--- src/rtl/core/bw_pkg.sv ---
`default_nettype none
package bw_pkg;

	localparam int unsigned WEIGHT_BITS = 32;
	// one extra quotient bit so that -2^31 is reachable before clamping
	localparam int unsigned QUOT_BITS = WEIGHT_BITS + 1;
	// divider: input stage, one stage per quotient bit, output stage
	localparam int unsigned DIV_LAT = QUOT_BITS + 2;

	localparam logic [WEIGHT_BITS-1:0] WEIGHT_MAX = {1'b0, {(WEIGHT_BITS-1){1'b1}}};
	localparam logic [WEIGHT_BITS-1:0] WEIGHT_MIN = {1'b1, {(WEIGHT_BITS-1){1'b0}}};
	localparam logic [QUOT_BITS-1:0] NEG_LIM =
		{{(QUOT_BITS-WEIGHT_BITS){1'b0}}, 1'b1, {(WEIGHT_BITS-1){1'b0}}};
	localparam logic [QUOT_BITS-1:0] POS_LIM = NEG_LIM - QUOT_BITS'(1);

	typedef struct packed {
		logic full;
		logic empty;
	} bw_qstat_t;

endpackage
`default_nettype wire

--- src/rtl/core/bw_front.sv ---
`default_nettype none
module bw_front import bw_pkg::*; #(
	parameter int unsigned COORD_BITS = 12
) (
	input  wire logic                    clk,
	input  wire logic                    arst_n,
	input  wire logic                    en,
	input  wire logic                    in_valid,
	input  wire logic [COORD_BITS-1:0]   v0_x,
	input  wire logic [COORD_BITS-1:0]   v0_y,
	input  wire logic [COORD_BITS-1:0]   v1_x,
	input  wire logic [COORD_BITS-1:0]   v1_y,
	input  wire logic [COORD_BITS-1:0]   v2_x,
	input  wire logic [COORD_BITS-1:0]   v2_y,
	input  wire logic [COORD_BITS-1:0]   pix_x,
	input  wire logic [COORD_BITS-1:0]   pix_y,
	output logic                         out_valid,
	output logic                         deg,
	output logic [2*COORD_BITS+2:0]      den_mag,
	output logic                         neg0,
	output logic                         neg1,
	output logic                         neg2,
	output logic [2*COORD_BITS+4:0]      mag0,
	output logic [2*COORD_BITS+4:0]      mag1,
	output logic [2*COORD_BITS+4:0]      mag2
);

	localparam int unsigned DW = COORD_BITS + 1;
	localparam int unsigned PW = 2 * DW;
	localparam int unsigned UW = PW + 1;
	localparam int unsigned NW = UW + 2;

	logic vld_s1, vld_s2, vld_s3;
	logic signed [DW-1:0] ax_s1, ay_s1, az_s1, bx_s1, by_s1, bz_s1;
	logic signed [PW-1:0] p_aybz_s2, p_azby_s2, p_azbx_s2, p_axbz_s2, p_axby_s2, p_aybx_s2;
	logic signed [UW-1:0] ux_s3, uy_s3, uz_s3;
	logic signed [UW-1:0] ux_d, uy_d, uz_d;
	logic signed [NW-1:0] n0, n1, n2;

	always_ff @(posedge clk or negedge arst_n) begin
		if (!arst_n) begin
			vld_s1 <= 1'b0;
			vld_s2 <= 1'b0;
			vld_s3 <= 1'b0;
		end else if (en) begin
			vld_s1 <= in_valid;
			vld_s2 <= vld_s1;
			vld_s3 <= vld_s2;
		end
	end

	always_ff @(posedge clk) begin
		if (en) begin
			ax_s1 <= signed'({1'b0, v1_x}) - signed'({1'b0, v0_x});
			ay_s1 <= signed'({1'b0, v2_x}) - signed'({1'b0, v0_x});
			az_s1 <= signed'({1'b0, v0_x}) - signed'({1'b0, pix_x});
			bx_s1 <= signed'({1'b0, v1_y}) - signed'({1'b0, v0_y});
			by_s1 <= signed'({1'b0, v2_y}) - signed'({1'b0, v0_y});
			bz_s1 <= signed'({1'b0, v0_y}) - signed'({1'b0, pix_y});

			p_aybz_s2 <= PW'(ay_s1) * PW'(bz_s1);
			p_azby_s2 <= PW'(az_s1) * PW'(by_s1);
			p_azbx_s2 <= PW'(az_s1) * PW'(bx_s1);
			p_axbz_s2 <= PW'(ax_s1) * PW'(bz_s1);
			p_axby_s2 <= PW'(ax_s1) * PW'(by_s1);
			p_aybx_s2 <= PW'(ay_s1) * PW'(bx_s1);

			ux_s3 <= ux_d;
			uy_s3 <= uy_d;
			uz_s3 <= uz_d;
		end
	end

	assign ux_d = UW'(p_aybz_s2) - UW'(p_azby_s2);
	assign uy_d = UW'(p_azbx_s2) - UW'(p_axbz_s2);
	assign uz_d = UW'(p_axby_s2) - UW'(p_aybx_s2);

	assign n1 = NW'(ux_s3);
	assign n2 = NW'(uy_s3);
	assign n0 = NW'(uz_s3) - n1 - n2;

	assign out_valid = vld_s3;
	assign deg       = (uz_s3 == '0);
	assign den_mag   = uz_s3[UW-1] ? UW'(-uz_s3) : UW'(uz_s3);
	assign neg0      = n0[NW-1] ^ uz_s3[UW-1];
	assign neg1      = n1[NW-1] ^ uz_s3[UW-1];
	assign neg2      = n2[NW-1] ^ uz_s3[UW-1];
	assign mag0      = n0[NW-1] ? NW'(-n0) : NW'(n0);
	assign mag1      = n1[NW-1] ? NW'(-n1) : NW'(n1);
	assign mag2      = n2[NW-1] ? NW'(-n2) : NW'(n2);

endmodule
`default_nettype wire

--- config.mk ---
export PLATFORM = sky130hd
export DESIGN_NAME = bw_front
export DESIGN_NICKNAME = d
export VERILOG_FILES = /design/src/rtl/core/bw_pkg.sv /design/src/rtl/core/bw_front.sv
export SDC_FILE = /design/constraint.sdc
export NUM_CORES = 2
export LEC_CHECK = 0
export BUFFER_PORTS_ARGS = -buffer_cell sky130_fd_sc_hd__buf_2
export CORE_MARGIN = 1.5
export CORE_UTILIZATION = 40
export DETAILED_ROUTE_END_ITERATION = 12
export SLEW_MARGIN = 0
export SYNTH_ARGS = -nofsm -noshare
export SYNTH_HDL_FRONTEND = slang
export SYNTH_SLANG_ARGS = --single-unit
--- constraint.sdc ---
create_clock -name clk -period 10.55 [get_ports clk]
set_clock_uncertainty 0.1 [all_clocks]
set_input_delay 2.6375 -clock clk [delete_from_list [all_inputs] [get_ports clk]]
set_output_delay 2.6375 -clock clk [all_outputs]
set_load 0.01 [all_outputs]
---- Word level (Yosys, flattened, before mapping) ----
Index checks and enable logic that the tools add are counted.
word-level totals
  register bits after elaboration ......... 318
cells by class
  $add $sub $neg .......................... 15
  multipliers ............................. 6
  muxes and demuxes ....................... 4
  bitwise gates (word level) .............. 3
  reductions and logical operators ........ 1
operator list
  cell              number
  $mul 13x13->26    6
  $mux 29           3
  $sub 26x26->27    3
  $sub 12x12->13    6
  $neg 27->29       2
  $neg 29->29       1
  $sub 28x27->29    1
  $sub 27x27->28    1
  $logic_not 27->1  1
  $mux 27           1
  $neg 27->27       1
  $xor 1x1->1       3

---- Longest topological paths before layout ----
  depth in word-level cells ............... 4
  depth in mapped cells ................... 26
  mapped depth without buffers ............ 25

---- Worst setup path after synthesis ----
Ideal clock, no wire load.
  kind .................................... register -> output
  start point ............................. register uz_s3[0]
  end point ............................... output port mag0[19]
  data arrival time ....................... 4.074 ns
  required time ........................... 7.812 ns
  setup slack ............................. 3.738 ns
  stages on the path, launching flop included .. 16
  path through ............................ edfxtp_1 > fa_1 > ha_1 > nor2_1 > fa_1 > nor2b_1 > o311a_1 > o221ai_1 > and3_1 > o21ai_1 > a21oi_1 > or4_1 > a41oi_2 > buf_2 > a21oi_1 > xnor2_1
on the way
  cells in the longest elaborated chain, start to end .. 4
ends and longest elaborated chain
  element                 line            source
  from (decl)             bw_front.sv:36  logic signed [UW-1:0] ux_s3, uy_s3, uz_s3;
  from (signal assigned)  bw_front.sv:70  uz_s3 <= uz_d;
  $sub 27x27->28 (*)      bw_front.sv:80  assign n0 = NW'(uz_s3) - n1 - n2;
  $sub 28x27->29 (*)      bw_front.sv:80
  $neg 29->29             bw_front.sv:88  assign mag0 = n0[NW-1] ? NW'(-n0) : NW'(n0);
  $mux 29 (*)             bw_front.sv:88
  to (decl)               bw_front.sv:23  output logic [2*COORD_BITS+4:0] mag0,
Mark *: on every way between the ends. The rest lies on a longest branch, timed or not.

---- Worst setup path after layout ----
  start point ............................. register uy_s3[0]
  end point ............................... output port mag0[21]
on the way
  cells in the longest elaborated chain, start to end .. 3
ends and longest elaborated chain
  element                 line            source
  from (decl)             bw_front.sv:36
  from (signal assigned)  bw_front.sv:69  uy_s3 <= uy_d;
  $sub 28x27->29 (*)      bw_front.sv:80
  $neg 29->29             bw_front.sv:88
  $mux 29 (*)             bw_front.sv:88
Marks and branches as above.

==> results.md <==
- The share of cell area taken by muxes after synthesis is 0.05774%.
- The final layout contains 7977 nets.
- The initial antenna violation count is 1.
- Fill cells in the final layout number 14154.
- Gates resized during post-CTS repair numbered 0.
- The post-route netlist has 6.381% of its cells at a drive strength greater than 1.
- The startpoint of the tightest hold check path is vld_s2.
- The HPWL reported at the end of detailed placement is 123300 um.
- At the later pin of the worst-skew pair, clock insertion delay measures 0.63 ns.
- Counting distinct cell types in the post-synthesis netlist gives 81.
- The placeable core region is 145400 um^2.
- The I/O pin total is 219.
- The largest family of logic cells by synthesized area is adder cells.
- The signal on the critical path passes through inv_1 -> fa_1 -> inv_1 -> ha_1 -> nor2_1 -> fa_1 -> nor2b_1 -> o311a_1 -> o221ai_1 -> and3_1 -> o21ai_1 -> a21oi_1 -> or4_1 -> a41oi_2 -> a21oi_1 -> xor2_1 -> buf_2.
- The number of enable flip-flop cells after synthesis is 315.
- The total area of sequential cells is 9534 um^2.
- The launch instance of the worst register-to-register path is bz_s1[2].
- The residual overflow from global routing is 0.
- The die is 385.5 um wide.
- Across all layers, the routed design uses 41539 vias.
- The violation count after the first detailed-routing iteration is 2579.
- The library cell contributing the largest single delay on the critical path is a41oi_2.
- The tree is rooted in a clkbuf_16.
- The arrival time of the worst setup path is 5.55 ns.
- The most critical setup path has its startpoint at uy_s3[0].
- In the post-synthesis netlist, the cell with the most instances is inv_1.
- The count of cells along the worst register-to-register path is 21.
- The final-report hold violation count is 0.
- The fraction of synthesized cell area in xor and xnor cells is 5.821%.
- Row generation in the floorplan step produced 140 rows.
- The clock passes through at most 3 buffers.
- The worst register-to-register path ends at p_aybz_s2[24].
- The final critical delay including setup and external delays is 8.288 ns.
- By area the synthesized netlist is led by fa_1, edfxtp_1, ha_1.
- The sequential element share of the synthesized area is 16.30%.
- The top achievable clock speed is 120.7 MHz.
- In this run, placement finished with an instance count of 8156.
- The final cycle utilization of the critical path is 78.56%.
- The final routed DRC violation total is 0.
- The largest incremental delay on the critical path is 0.76 ns.
- The worst hold-check path type is flop to flop.
- CTS saw 318 sinks.
- Summed over all layers, the routed wires come to 154500 um.
- The required arrival time at the worst endpoint is 7.81 ns.
- The flow ran to the end, and the final reports show no timing, DRC or antenna violations.
- The worst setup path is of the flop to output port kind.
- Along the worst path, the maximum fanout reaches 18.
- In this run the remaining antenna-violating nets after routing total 0.
- The setup TNS is 0 ns.
- The pin count of the biggest net entering global routing is 137.
- The final max-slew violation count is 0.
- The relative max-transition margin is 19.59%.
- Summed over all instances, the cell type with the most area after synthesis is fa_1.
- The count of warnings emitted by yosys is 0.
- The dominant register cell in the synthesized netlist is edfxtp_1.
- In the final routed layout, each cell accounts on average for 18.77 um.
- The clock-pin slew reported for the worst setup and hold paths after clock tree synthesis is 0.06 ns.
- The number of global-route vias before repair is 42808.
- The average cell area after synthesis is 9.537 um^2.
- The area added between synthesis and finish is 8.165%.
- The weighted congestion at the end of routability-driven global placement is 0.8951.
- The quantity of hold-fixing buffers added after cts is 0.
- The commonest cells after synthesis are inv_1, fa_1, nand2_1.
- In the routed layout, each cell is associated on average with a via count of 5.045.
- The measured slew at the worst slew-check pin is 1.206 ns.
- After synthesis, the share of flip-flops with an asynchronous set or reset is 0.9434%.
- Summing all placed instances gives a cell area of 61830 um^2.
- The path with the worst hold slack has its endpoint at out_valid.
- TritonCTS built the clock tree.
- The simple logic cell fraction of the synthesized area is 13.76%.
- The post-synthesis compound-gate area fraction is 7.198%.
- The setup check on the worst reg-to-reg path leaves a slack of 3.09 ns.
- The finished layout holds 8233 standard cells, fillers aside.
- The first global-routing pass estimated 243200 um of wire.
- In the final layout, the multi-input gates occupy 43230 um^2.
- The worst setup path is captured at an output port.
- The worst setup path is launched from a flop.
- Across every metal layer, demand over resource in global routing totals 21.28%.
- The H-tree was split into 2 levels.
- The number of instances on the worst hold path is 1.
- Cells fill 43.53% of the core in the end.
- The tool flagged a number of max-cap violations equal to 0.
- The count of buffers from port buffering is 214.
- The adder-cell area share of the yosys netlist is 47.02%.
- The final count of negative-setup-slack endpoints is 0.
- The finished cells cover 63280 um^2.
- The cell area after synthesis is 58510 um^2.
- For this configuration, the core starts out at a cell density of 40.24%.
- The vertical die dimension is 385.5 um.
- Of the post-synthesis cell area, the dominant cell type holds 34.49%.
- Setup repair after global routing left no endpoint under its margin.
- The flop and latch count out of synthesis is 318.
- The TritonCTS buffer count is 42.
- The number of detailed-route iterations in the first pass is 6.
- Synthesis produced a netlist whose cell count is 6135.
- The number of diodes is 0.
- The die covers 148600 um^2.
- The number of setup buffers added after CTS is 0.
## cell usage in the layout (no fill, tap or decap), types with 16 or more instances in the layout
master     count
a21boi_0      30
a21o_1        74
a21oi_1      187
a31oi_1       23
and2_1       442
buf_2        213
buf_4         75
clkbuf_16     43
edfxtp_1     315
fa_1        1008
ha_1         586
inv_1       1332
nand2_1      636
nand2b_1      67
nand3_1       52
nor2_1       243
nor2b_1       44
nor3_1        52
o21a_1        33
o21ai_0      154
o21bai_1      19
o31ai_1       31
o41ai_1       16
or2_2         17
or3_1         27
xnor2_1      301
xor2_1        86
## registers in the layout, indices dropped and copies added, names as in the netlist
signal,cells
p_azbx_s2,26
ay_s1,13
bz_s1,13
by_s1,13
uy_s3,27
bx_s1,13
p_axbz_s2,26
az_s1,13
p_aybz_s2,26
ax_s1,13
ux_s3,27
p_axby_s2,26
uz_s3,27
p_azby_s2,26
vld_s1,1
vld_s2,1
out_valid,1
p_aybx_s2,26
## per-stage QoR
stage,setup slack (ns),hold slack (ns)
finish,2.262,0.4010
global route,1.970,0.4148
CTS,2.209,0.4040
detailed placement,2.890,0.3913
global placement,2.947,0.3852
floorplan,3.738,0.3749
## kinds of logic after synthesis
group | after synthesis
XOR/XNOR | 388
multiplexers | 3
adder cells (fa/ha/maj) | 1594
AO/OA/AOI/OAI | 659
buffers and inverters | 1523
other | 1
flip-flops | 318
AND/OR/NAND/NOR | 1649
## routing by layer
metal | wire length, um | vias to the layer above | global-route usage (%) | share of wire [%]
met5 | 0 | - | 0 | 0
met4 | 5379 | 0 | 6.943 | 3.5
met3 | 10860 | 167 | 3.756 | 7.0
met2 | 68140 | 1233 | 33.25 | 44
met1 | 70140 | 20805 | 29.87 | 45
li1 | - | 19334 | - | -
## area by class of cell
cell class | instances | share of cell area (%)
Clock buffer | 46 | 1.718
Clock inverter | 31 | 0.5753
Inverter | 1334 | 7.912
Multi-Input combinational cell | 4297 | 68.31
Sequential cell | 318 | 15.07
Tap cell | 1917 | 3.790
Timing Repair Buffer | 290 | 2.630
## critical path, delay by kind of cell (launching register included)
kind | cells | cell delay [ns]
compound gates | 6 | 1.71
xor+xnor | 1 | 0.26
fa+ha+maj | 3 | 1.05
buf+inv | 3 | 0.40
flops | 1 | 0.42
simple gates | 4 | 1.08
## how the worst max path moves through the flow
stage                    end  cells past startpoint
floorplan           mag0[19]                     15
global placement    mag0[21]                     16
detailed placement  mag0[21]                     17
CTS                 mag0[21]                     17
global route        mag0[21]                     17
finish              mag0[21]                     17
Power is left out: the tool's default activity adds up to more than one toggle a clock period on the data nets, which glitch-free logic cannot reach.
