$ cat config.mk
export PLATFORM = sky130hd
export DESIGN_NAME = bw_queue
export DESIGN_NICKNAME = d
export VERILOG_FILES = /design/src/rtl/core/bw_pkg.sv /design/src/rtl/core/bw_queue.sv
export SDC_FILE = /design/constraint.sdc
export NUM_CORES = 1
export LEC_CHECK = 0
export ABC_AREA = 0
export BUFFER_PORTS_ARGS = -buffer_cell sky130_fd_sc_hd__buf_2
export CORE_ASPECT_RATIO = 1.25
export CORE_MARGIN = 2
export CORE_UTILIZATION = 30
export DETAILED_ROUTE_END_ITERATION = 10
export SYNTH_ARGS = -nofsm -noshare
export SYNTH_HDL_FRONTEND = slang
export SYNTH_SLANG_ARGS = --single-unit
$ cat constraint.sdc
create_clock -name clk -period 1.4 [get_ports clk]
set_clock_uncertainty 0.15 [all_clocks]
set_input_delay 0.21 -clock clk [delete_from_list [all_inputs] [get_ports clk]]
set_output_delay 0.21 -clock clk [all_outputs]
set_load 0.02 [all_outputs]
$ cat src/rtl/core/bw_pkg.sv
`default_nettype none
package bw_pkg;

	localparam int unsigned WEIGHT_BITS = 32;
	// one extra quotient bit so that -2^31 is reachable before clamping
	localparam int unsigned QUOT_BITS = WEIGHT_BITS + 1;
	// divider: input stage, one stage per quotient bit, output stage
	localparam int unsigned DIV_LAT = QUOT_BITS + 2;

	localparam logic [WEIGHT_BITS-1:0] WEIGHT_MAX = {1'b0, {(WEIGHT_BITS-1){1'b1}}};
	localparam logic [WEIGHT_BITS-1:0] WEIGHT_MIN = {1'b1, {(WEIGHT_BITS-1){1'b0}}};
	localparam logic [QUOT_BITS-1:0] NEG_LIM =
		{{(QUOT_BITS-WEIGHT_BITS){1'b0}}, 1'b1, {(WEIGHT_BITS-1){1'b0}}};
	localparam logic [QUOT_BITS-1:0] POS_LIM = NEG_LIM - QUOT_BITS'(1);

	typedef struct packed {
		logic full;
		logic empty;
	} bw_qstat_t;

endpackage
`default_nettype wire

$ cat src/rtl/core/bw_queue.sv
`default_nettype none
module bw_queue import bw_pkg::*; #(
	parameter int unsigned WIDTH = 8,
	parameter int unsigned DEPTH = 4
) (
	input  wire logic             clk,
	input  wire logic             arst_n,
	input  wire logic             push,
	input  wire logic [WIDTH-1:0] wdata,
	input  wire logic             pop,
	output logic      [WIDTH-1:0] rdata,
	output bw_qstat_t             stat
);

	localparam int unsigned PW = (DEPTH > 1) ? $clog2(DEPTH) : 1;
	localparam int unsigned CW = $clog2(DEPTH + 1);

	logic [WIDTH-1:0] mem_q [DEPTH];
	logic [PW-1:0]    wptr_q, rptr_q;
	logic [CW-1:0]    cnt_q;

	always_ff @(posedge clk or negedge arst_n) begin
		if (!arst_n) begin
			wptr_q <= '0;
			rptr_q <= '0;
			cnt_q  <= '0;
		end else begin
			if (push)
				wptr_q <= (wptr_q == PW'(DEPTH - 1)) ? '0 : wptr_q + PW'(1);
			if (pop)
				rptr_q <= (rptr_q == PW'(DEPTH - 1)) ? '0 : rptr_q + PW'(1);
			if (push && !pop)
				cnt_q <= cnt_q + CW'(1);
			else if (pop && !push)
				cnt_q <= cnt_q - CW'(1);
		end
	end

	always_ff @(posedge clk) begin
		if (push)
			mem_q[wptr_q] <= wdata;
	end

	assign rdata      = mem_q[rptr_q];
	assign stat.full  = (cnt_q == CW'(DEPTH));
	assign stat.empty = (cnt_q == '0);

endmodule
`default_nettype wire

### After elaboration in Yosys (flattened, before gate mapping)

Memories as Yosys holds them, arrays and structs flattened.
Index checks and enable logic that the tools add are counted.

* memory bits (writable): 32
* bits in latches: 0
* input bits: 12
* bits in registers: 7
* memory bits (read-only): 0
* memories: 1
* word-level logic and storage cells: 23

Memory list
* mem_q: depth 4, bits a word 8, read ports 1, clocked after Yosys merged registers in 0, wr ports 1, RTL line bw_queue.sv:18 `logic [WIDTH-1:0] mem_q [DEPTH];`

* eq/ne operators: 3
* reduce and logical (&&, ||, !) cells: 6
* add/subtract/negate cells: 4
* shift operators: 0
* $lt $le $gt $ge: 0
* bitwise gates (word level): 0
* divide/modulo/power cells: 0
* muxes and demuxes: 6
* multipliers: 0

Operator list (count)
* $mux W3: 2
* $add A2 B1 Y2 const B: 2
* $eq A2 B2 Y1 const B: 2
* $mux W2: 2
* $add A3 B1 Y3 const B: 1
* $eq A3 B3 Y1 const B: 1
* $logic_not A3 Y1: 1
* $sub A3 B1 Y3 const B: 1
* $logic_and A1 B1 Y1: 2
* $logic_not A1 Y1: 2
* $mux W1: 2
* $reduce_bool A2 Y1: 1

### Logic depth before layout (Yosys ltp)

Gate-level depths: netlist (run 1).

* depth after elaboration: 4
* mapped depth: 7
* mapped depth without buffers: 7

### Worst setup path after synthesis (run 1)

No wires, ideal clock.

* path type: register -> register
* start point: register cnt_q[0]
* end point: register cnt_q[2]
* library setup time: 79 ps
* arrival time: 1216 ps
* data required time: 1171 ps
* period minus slack after synthesis: 1445 ps
* setup slack: -45 ps
* cell stages (with the launch flop): 5
* cell sequence: dfrtp_1 -> fa_1 -> xor2_1 -> nor2_1 -> xor2_1

* longest elaborated chain between the ends: 3
* elaborated cells between the ends (all ways): 4
* those cells by class: add/sub (2); mux (2)

Ends and longest elaborated chain
* start, declared: RTL line bw_queue.sv:20 `logic [CW-1:0] cnt_q;`
* start signal, assigned: RTL line bw_queue.sv:33 `cnt_q <= cnt_q + CW'(1);`
* start signal, assigned: RTL line bw_queue.sv:35 `cnt_q <= cnt_q - CW'(1);`
* $sub A3 B1 Y3: RTL line bw_queue.sv:35
* $mux W3: RTL line bw_queue.sv:34 `else if (pop && !push)`
* $mux W3 *: RTL line bw_queue.sv:32 `if (push && !pop)`

Mark *: on every way between the ends. The rest lies on a longest branch, timed or not. The select of a mux whose other input is x is not followed.
A chain may end at the register's enable or synchronous reset.

### Worst setup path in the final report (run 1)

* start point: register rptr_q[0]
* end point: output rdata[7]

* longest elaborated chain between the ends: 1

Ends and longest elaborated chain
* start, declared: RTL line bw_queue.sv:19 `logic [PW-1:0] wptr_q, rptr_q;`
* start signal, assigned: RTL line bw_queue.sv:31 `rptr_q <= (rptr_q == PW'(DEPTH - 1)) ? '0 : rptr_q + PW'(1);`
* $mem_v2 Z4 W8
* end, declared: RTL line bw_queue.sv:11 `output logic [WIDTH-1:0] rdata,`

No other way between the ends.

==> summary.md, run 1 <==
The run finished, with violations left. The checks that failed: negative setup slack. Cell repeated most along the worst path: sky130_fd_sc_hd__buf_6. The logs give 14 for the setup-violating endpoint count in the final report and 0 for the number of antenna repair diodes. The run gives 152 as the number of nets in the layout.

The minimum setup slack after placement is -187 ps. The critical path is of the reg -> out type. The library cell contributing the largest single delay on the critical path is sky130_fd_sc_hd__mux4_2.

After routing the design area is 2230 um2. The final core utilization is 43.9%, and the share of async-settable or async-resettable flops after synthesis is 17.9%. The synthesized flop and latch total was 39. The run gives -462 ps as the post-layout worst setup margin.

The post-detailed-route via-to-cell ratio came out at 4.30. In this run the worst setup path terminates at rdata[7]. Wire length of the first global-routing pass: 4.36 mm. The tools report the total detailed-routing wirelength as 2.55 mm.

Leaving out fill and tap cells, the most frequent cells in the layout are 32 x sky130_fd_sc_hd__edfxtp_1, 19 x sky130_fd_sc_hd__buf_6, 11 x sky130_fd_sc_hd__buf_2. Clock-pin slew was measured on the worst setup and hold paths at 70 ps. The number of max-cap violations was 0.

In the final routing, the length of wire on met1 measures 1.03 mm. The area growth from synthesis to layout is 41.9%. Number of antenna violations at the first check in global routing: 0.

The library cell used most frequently in the layout, excluding fill and tap cells, is sky130_fd_sc_hd__edfxtp_1. The first TritonRoute pass finished after 2 iterations. Sequential-to-total area share from yosys stat: 72.4%. In this run the critical register-to-register path is launched from rptr_q[0]. The die covers 5830 um2. The filler-free cell count of the finished design was 195; the worst hold slack after final layout was 116 ps. The detail route stage leaves a number of antenna-violating nets equal to 0. For the number of hold-slack violations in the final timing report, the log shows 0.

The share of synthesized area in the top cell type comes to 61.2%. Row generation in the floorplan step produced 29 rows. The total clock sinks was 39. Buffers inserted during clock tree synthesis total 5.

In this run the worst setup path begins at rptr_q[0]. The tools report the clock tree root buffer cell as sky130_fd_sc_hd__clkbuf_8. The critical path capture point type was a primary output. The synthesized netlist occupies a cell area of 1570 um2. VDD sags by at most 0.969 mV. In this run the static leakage power is 0.861 nW.

The net count after synthesis is 98. The average instance in the mapped netlist occupies 19.9 um2. After detailed routing, no signal wire sits above met4.

The largest single stage delay on the critical path is 520 ps. Detailed placement finished with a half-perimeter wire length of 1.82 mm. The run gives 82.9% as the headroom to the max-slew limit. The total of warnings raised by yosys is 0, and the routed length per placed instance is 13.1 um. For the sum of met2 wire segment lengths after detailed routing, the log shows 1.37 mm.

The slew at the pin with the worst max-slew slack was 256 ps; the number of cells on the worst reg-to-reg path was 5. The design draws 4.35 mW. The final critical path time including I/O delays and setup was 1860 ps. Once the floorplan was initialized, standard cells occupied 30.9% of the core.

In this run the worst path has a maximum fanout of 5. The overall die height was 84.9 um; the count of input and output buffers was 21. Dominant cell type by area after synthesis: sky130_fd_sc_hd__edfxtp_1. For flop-to-flop paths, the worst setup slack is -140 ps. The number of buffers on the longest clock path was 2.

STA puts the critical path data required time at 1040 ps. Counting every instance in the synthesized netlist gives 79. After filler insertion, the fill cell instance count of the layout stands at 477.

Summing all placed instances gives a cell area of 1870 um2. The congestion estimate from routability-driven global placement came to 0.635. The tools report the core area as 5080 um2.

Yosys attributes the largest share of cell area to sky130_fd_sc_hd__edfxtp_1 61%, sky130_fd_sc_hd__mux4_2 11%, sky130_fd_sc_hd__dfrtp_1 11%. Entering global routing, the biggest net connects 12 pins. Static timing analysis puts the maximum clock frequency at 537 MHz.

Pin placement for this block handled 22 I/O pins. TritonCTS built the clock tree. The source-to-sink clock delay at the later pin of the worst-skew pair was 280 ps; the width of the die was 68.7 um. Layout cell share with drive strength beyond 1: 50.4%. For this run, design rule violations remaining after detail routing come to 0. Of the available clock period, the critical path in the final layout requires 133%. Summing over every cut layer, the via total after detailed routing is 839. Global routing finished with a remaining overflow of 0.

Number of enable flip-flop cells after synthesis: 32. Setup repair after global routing could not meet its margin everywhere. The global-route usage over all layers was 10.4%. The routed design uses 94 um of met3 wire.

The run gives 0 as the number of pins exceeding their max-slew limit in the final report. In this run the power density over the cells is 1950 nW/um2. Sum of negative setup slack: -4090 ps.

For the number of global-route vias before repair, the log shows 908. The capturing point of the worst reg2reg path is rptr_q[1]. Unique cell type count in the Yosys netlist: 18. In the synthesized netlist the dominant register cell turns out to be sky130_fd_sc_hd__edfxtp_1.

In this run the worst hold path is classified as in -> reg. Including well taps, the total number of placed cells is 173. For this block, the initial DRC count from the detailed router was 14.

Traced cell by cell, the critical path runs through buf_6 -> mux4_2 -> buf_6. The category of the worst setup path launch point is a flop. The data arrival time of the critical path is 1500 ps. The H-tree was split into 2 levels.
## routing by layer
metal	up-vias	track usage [%]
li1	403	-
met5	-	0
met3	7	2.79
met4	0	4.28
met2	16	16.9
met1	413	12.9
## Yosys cell counts, drive strengths merged, types with 2 or more instances
library cell  count
xor2              2
nor2              2
mux4              8
ha                6
buf               2
mux2              3
edfxtp           32
dfrtp             7
inv               5
and2              4
o21ai             2
## worst max-delay path: cells and delay by family (launching register included)
kind	cells	cell delay (ps)
multiplexers	1	520
flip-flops	1	390
buffers and inverters	2	300
## logic make-up (layout without fill, tap and decap cells)
logic type,Yosys count,after routing,share of synthesized area [%]
AND/OR/NAND/NOR,10,10,3.43
XOR/XNOR,3,3,1.67
flip-flops,39,39,72.4
AO/OA/AOI/OAI,2,2,0.637
adder cells (fa/ha/maj),7,7,6.06
buffers and inverters,7,61,2.23
multiplexers,11,11,13.6
## registers in the layout, indices dropped and copies added (netlist names)
name	flops
cnt_q	3
wptr_q	2
rptr_q	2
mem_q	32
## layout make-up
| class | instances | area (um2) | area share (%) |
|---|---|---|---|
| clock buffers | 5 | 68.8 | 3.09 |
| clock inverters | 2 | 8.76 | 0.393 |
| inverters | 5 | 18.8 | 0.842 |
| multi-input cells | 33 | 445 | 20.0 |
| flip-flops and latches | 39 | 1140 | 51.0 |
| well taps | 62 | 77.6 | 3.48 |
| repair buffers | 49 | 472 | 21.2 |
## worst min-delay path by stage
stage                start   endpoint  slack (ps)  cells past startpoint
floorplan           arst_n   cnt_q[0]        -240                      0
detailed placement  arst_n   cnt_q[0]         -90                      1
global route          push  wptr_q[1]         140                      3
finish                push  wptr_q[0]         120                      3
global placement    arst_n   cnt_q[0]         -90                      1
CTS                   push  wptr_q[0]         100                      3
## where the power goes
group	internal, mW	switching (mW)	total (mW)
Clock	0.331	0.343	0.674
Sequential	1.53	0.177	1.71
Combinational	1.17	0.801	1.97
Total	3.03	1.32	4.35
## repair_timing
action	CTS	global route
resized for setup	29	12
pin swaps	2	1
hold buffers	9	0
endpoints found under the setup margin	31	38
endpoints found under the hold margin	39	0
setup buffers	3	3
No activity file was read; power rests on OpenSTA's default activity.
==> run 2, diff against run 1 <==
--- a/config.mk
+++ b/config.mk
@@ -7,7 +7,7 @@
 export LEC_CHECK = 0
 export ABC_AREA = 0
 export BUFFER_PORTS_ARGS = -buffer_cell sky130_fd_sc_hd__buf_2
-export CORE_ASPECT_RATIO = 1.25
+export CORE_ASPECT_RATIO = 0.9
 export CORE_MARGIN = 2
 export CORE_UTILIZATION = 30
 export DETAILED_ROUTE_END_ITERATION = 10
==> run 2 against run 1 <==
The run still ends with negative setup slack left. Via count up 3.9%. Global-route usage about the same. Maximum frequency up 0.13%. Clock power up 60%. Count of clock-buffer cells in the layout up 1. Core utilization up 2.1 points. Design area up 2.2%. First-iteration DRC count rose to 3.5 times the previous value. Setup slack better by 2.4 ps. Non-clock buffer count up 2. Critical path type unchanged. Critical endpoint unchanged. Largest power group unchanged. Highest routed layer unchanged.
==> summary.md, run 2 (synthesized netlist as in run 1, its figures left out) <==
Wire length of the first global-routing pass: 4.42 mm (+1.3%). The critical path goes through buf_12 -> mux4_2 -> buf_6. The width of the die works out to 80.3 um (+17%).

The overflow left after global routing is 0 (unchanged), and the final critical path time including I/O delays and setup is 1860 ps (-2.40 ps). The number of buffers and inverters on the critical path was 2 (unchanged). The final reports fail on negative setup slack.

The layout cell share with drive strength beyond 1 is 52.2% (+1.8 points), and the number of max-cap violations is 0 (unchanged). The library cell contributing the largest single delay on the critical path is sky130_fd_sc_hd__mux4_2. The logs give 0.647 (+1.8%) for the final weighted congestion in routability-driven placement and 13 (+1) for the pin count of the biggest net entering global routing. Setup-violating endpoint count in the final report: 14 (unchanged).

The number of global-route vias before repair is 884 (-2.6%). The run gives 154 (+1.3%) as the number of nets in the layout. The post-detailed-route via-to-cell ratio was 4.34 (+0.83%).

The flip-flop count of the largest register, all copies and words added is 32 (unchanged), and the maximum clock rate is 538 MHz (+0.13%). The worst setup path is captured at a primary output. The violation count after the first detailed-routing iteration is 49 (+35). The tools report the number of iterations in the first detailed-routing pass as 4 (+2). The run gives -192 ps (-4.67 ps) as the minimum setup slack after placement. The logs give 0 (unchanged) for the number of hold-slack violations in the final timing report and 5 (unchanged) for the total CTS buffers. Number of cell rows: 24 (-17%).

The total placed instance area was 1860 um2 (-0.73%). Source-to-sink clock delay at the later pin of the worst-skew pair: 280 ps (about the same). TritonCTS built the clock tree. The setup path with the least slack is of type reg -> out. The slew at the pin with the worst max-slew slack came out at 263 ps (+6.23 ps). The tools report the category of the worst setup path launch point as a flop. The headroom to the max-slew limit came out at 82.5% (-0.42 points). The run gives 31.7% (+0.78 points) as the starting density of the core. In this run the worst hold path is classified as in -> reg. The count of input and output buffers is 21 (unchanged), and the number of antenna repair diodes is 0 (unchanged).

For the total detailed-routing wirelength, the log shows 2.86 mm (+12%). For the standby leakage power, the log shows 0.885 nW (+2.7%). In the final layout, the registers with the most flip-flops are mem_q: 32 flops, cnt_q: 3 flops. The sum of internal, switching and leakage power is 4.80 mW (+10%), and the number of buffers on the longest clock path is 2 (unchanged).

The worst hold slack after final layout came out at 16.7 ps (-99.5 ps). The routed length per placed instance is 14.2 um (+8.9%), and the post-detailed-route DRC marker count is 0 (unchanged). Level count of the clock H-tree: 2 (unchanged). The clock-pin slew reported for the worst setup and hold paths after clock tree synthesis was 70 ps (about the same). The area of all placed cells without fillers is 2280 um2 (+2.2%), and the core area is 4950 um2 (-2.5%). The run gives 1040 ps (about the same) as the required time of the critical path. The post-placement cell count is 177 (+2.3%). Filler-free cell count of the finished design: 201 (+3.1%). The total clock sinks was 39 (unchanged); the final core utilization was 46.0% (+2.1 points). The most common cell after layout, fill and taps aside is sky130_fd_sc_hd__edfxtp_1. The run gives 0 (unchanged) as the number of antenna violations at the first check in global routing.

Stage delay of the slowest cell on the critical path: 510 ps (about the same). The cell family contributing the most delay on the critical path is multiplexers. Ranked by flip-flop count, first place goes to mem_q. The overall die height came out at 72.6 um (-14%). The largest fanout on the critical path was 5 (unchanged); the data arrival time of the critical path was 1500 ps (about the same). CTS placed an instance of sky130_fd_sc_hd__clkbuf_8 at the clock tree root. The post-layout worst setup margin was -460 ps (+2.40 ps); the area growth from synthesis to final layout was 45.0%. The library cells used most frequently in the layout, excluding fill and tap cells, are 32 x sky130_fd_sc_hd__edfxtp_1, 15 x sky130_fd_sc_hd__buf_6, 15 x sky130_fd_sc_hd__buf_4. The number of pins exceeding their max-slew limit in the final report is 0 (unchanged), and the maximum resistive drop on vdd is 1.02 mV (+5.8%). The global-route usage over all layers was 10.4% (+0.029 points).

The logs give 1.96 mm (+7.9%) for the placed wire-length estimate and 22 (unchanged) for the count of pins on the block boundary. The post-route clock period utilization was 133% (-0.17 points); the die area was 5830 um2 (about the same). Areal power density over the cells: 2110 nW/um2 (+7.8%). The tools report the routed via count as 872 (+3.9%). Setup repair after global routing could not meet its margin everywhere.

The sum of negative setup slack came out at -4340 ps (-244 ps). Number of routed nets with antenna violations: 0 (unchanged). The run finished, with violations left.
run 2: path summary, 6_finish.rpt:
kind / startpoint / endpoint / slack (ps) / cells past startpoint
worst max-delay path: rptr_q[0] / rdata[7] / -460 / 3
worst min-delay path: wdata[2] / mem_q[3][2] / 20 / 1
worst max register to register: cnt_q[1] / cnt_q[2] / -190 / 5
worst min register to register: cnt_q[2] / cnt_q[2] / 390 / 1
max in group asynchronous: arst_n / rptr_q[0] / 800 / 2
min in group asynchronous: arst_n / rptr_q[1] / 130 / 2
run 2: where the power goes:
group / internal, mW / switching (mW) / total [mW]
sequential: 1.53 / 0.193 / 1.72
combinational: 1.17 / 0.824 / 2.00
clock: 0.712 / 0.364 / 1.08
total: 3.42 / 1.38 / 4.80
run 2: worst register-to-register path, delay by kind of cell (launching register included):
family,cells,cell delay (ps)
flops,1,410
fa+ha+maj,1,400
xor+xnor,2,310
buf+inv,1,130
simple gates,1,120
run 2: cell type report:
class / count / area, um2
timing repair buffer: 51 / 462
clock buffer: 6 / 72.6
fill: 441 / 2680
tap: 65 / 81.3
multi-input combinational: 33 / 444
inverter: 5 / 18.8
sequential: 39 / 1140
clock inverter: 2 / 60.1
run 2: what timing repair did:
| item | in CTS | in global routing |
|---|---|---|
| pin swaps | 2 | 6 |
| buffers inserted | 3 | 4 |
| resized for setup | 7 | 30 |
| gates cloned | 0 | 1 |
| setup endpoints to repair | 14 | 36 |
| hold buffers | 8 | 0 |
| endpoints found under the hold margin | 32 | 0 |
run 2: routing by layer:
| layer | vias up | part of all wire, % | track usage (%) |
|---|---|---|---|
| li1 | 408 | - | - |
| met1 | 439 | 46 | 13.6 |
| met2 | 23 | 48 | 16.5 |
| met3 | 2 | 4.8 | 3.84 |
| met4 | 0 | 0.66 | 2.82 |
| met5 | - | 0 | 0 |
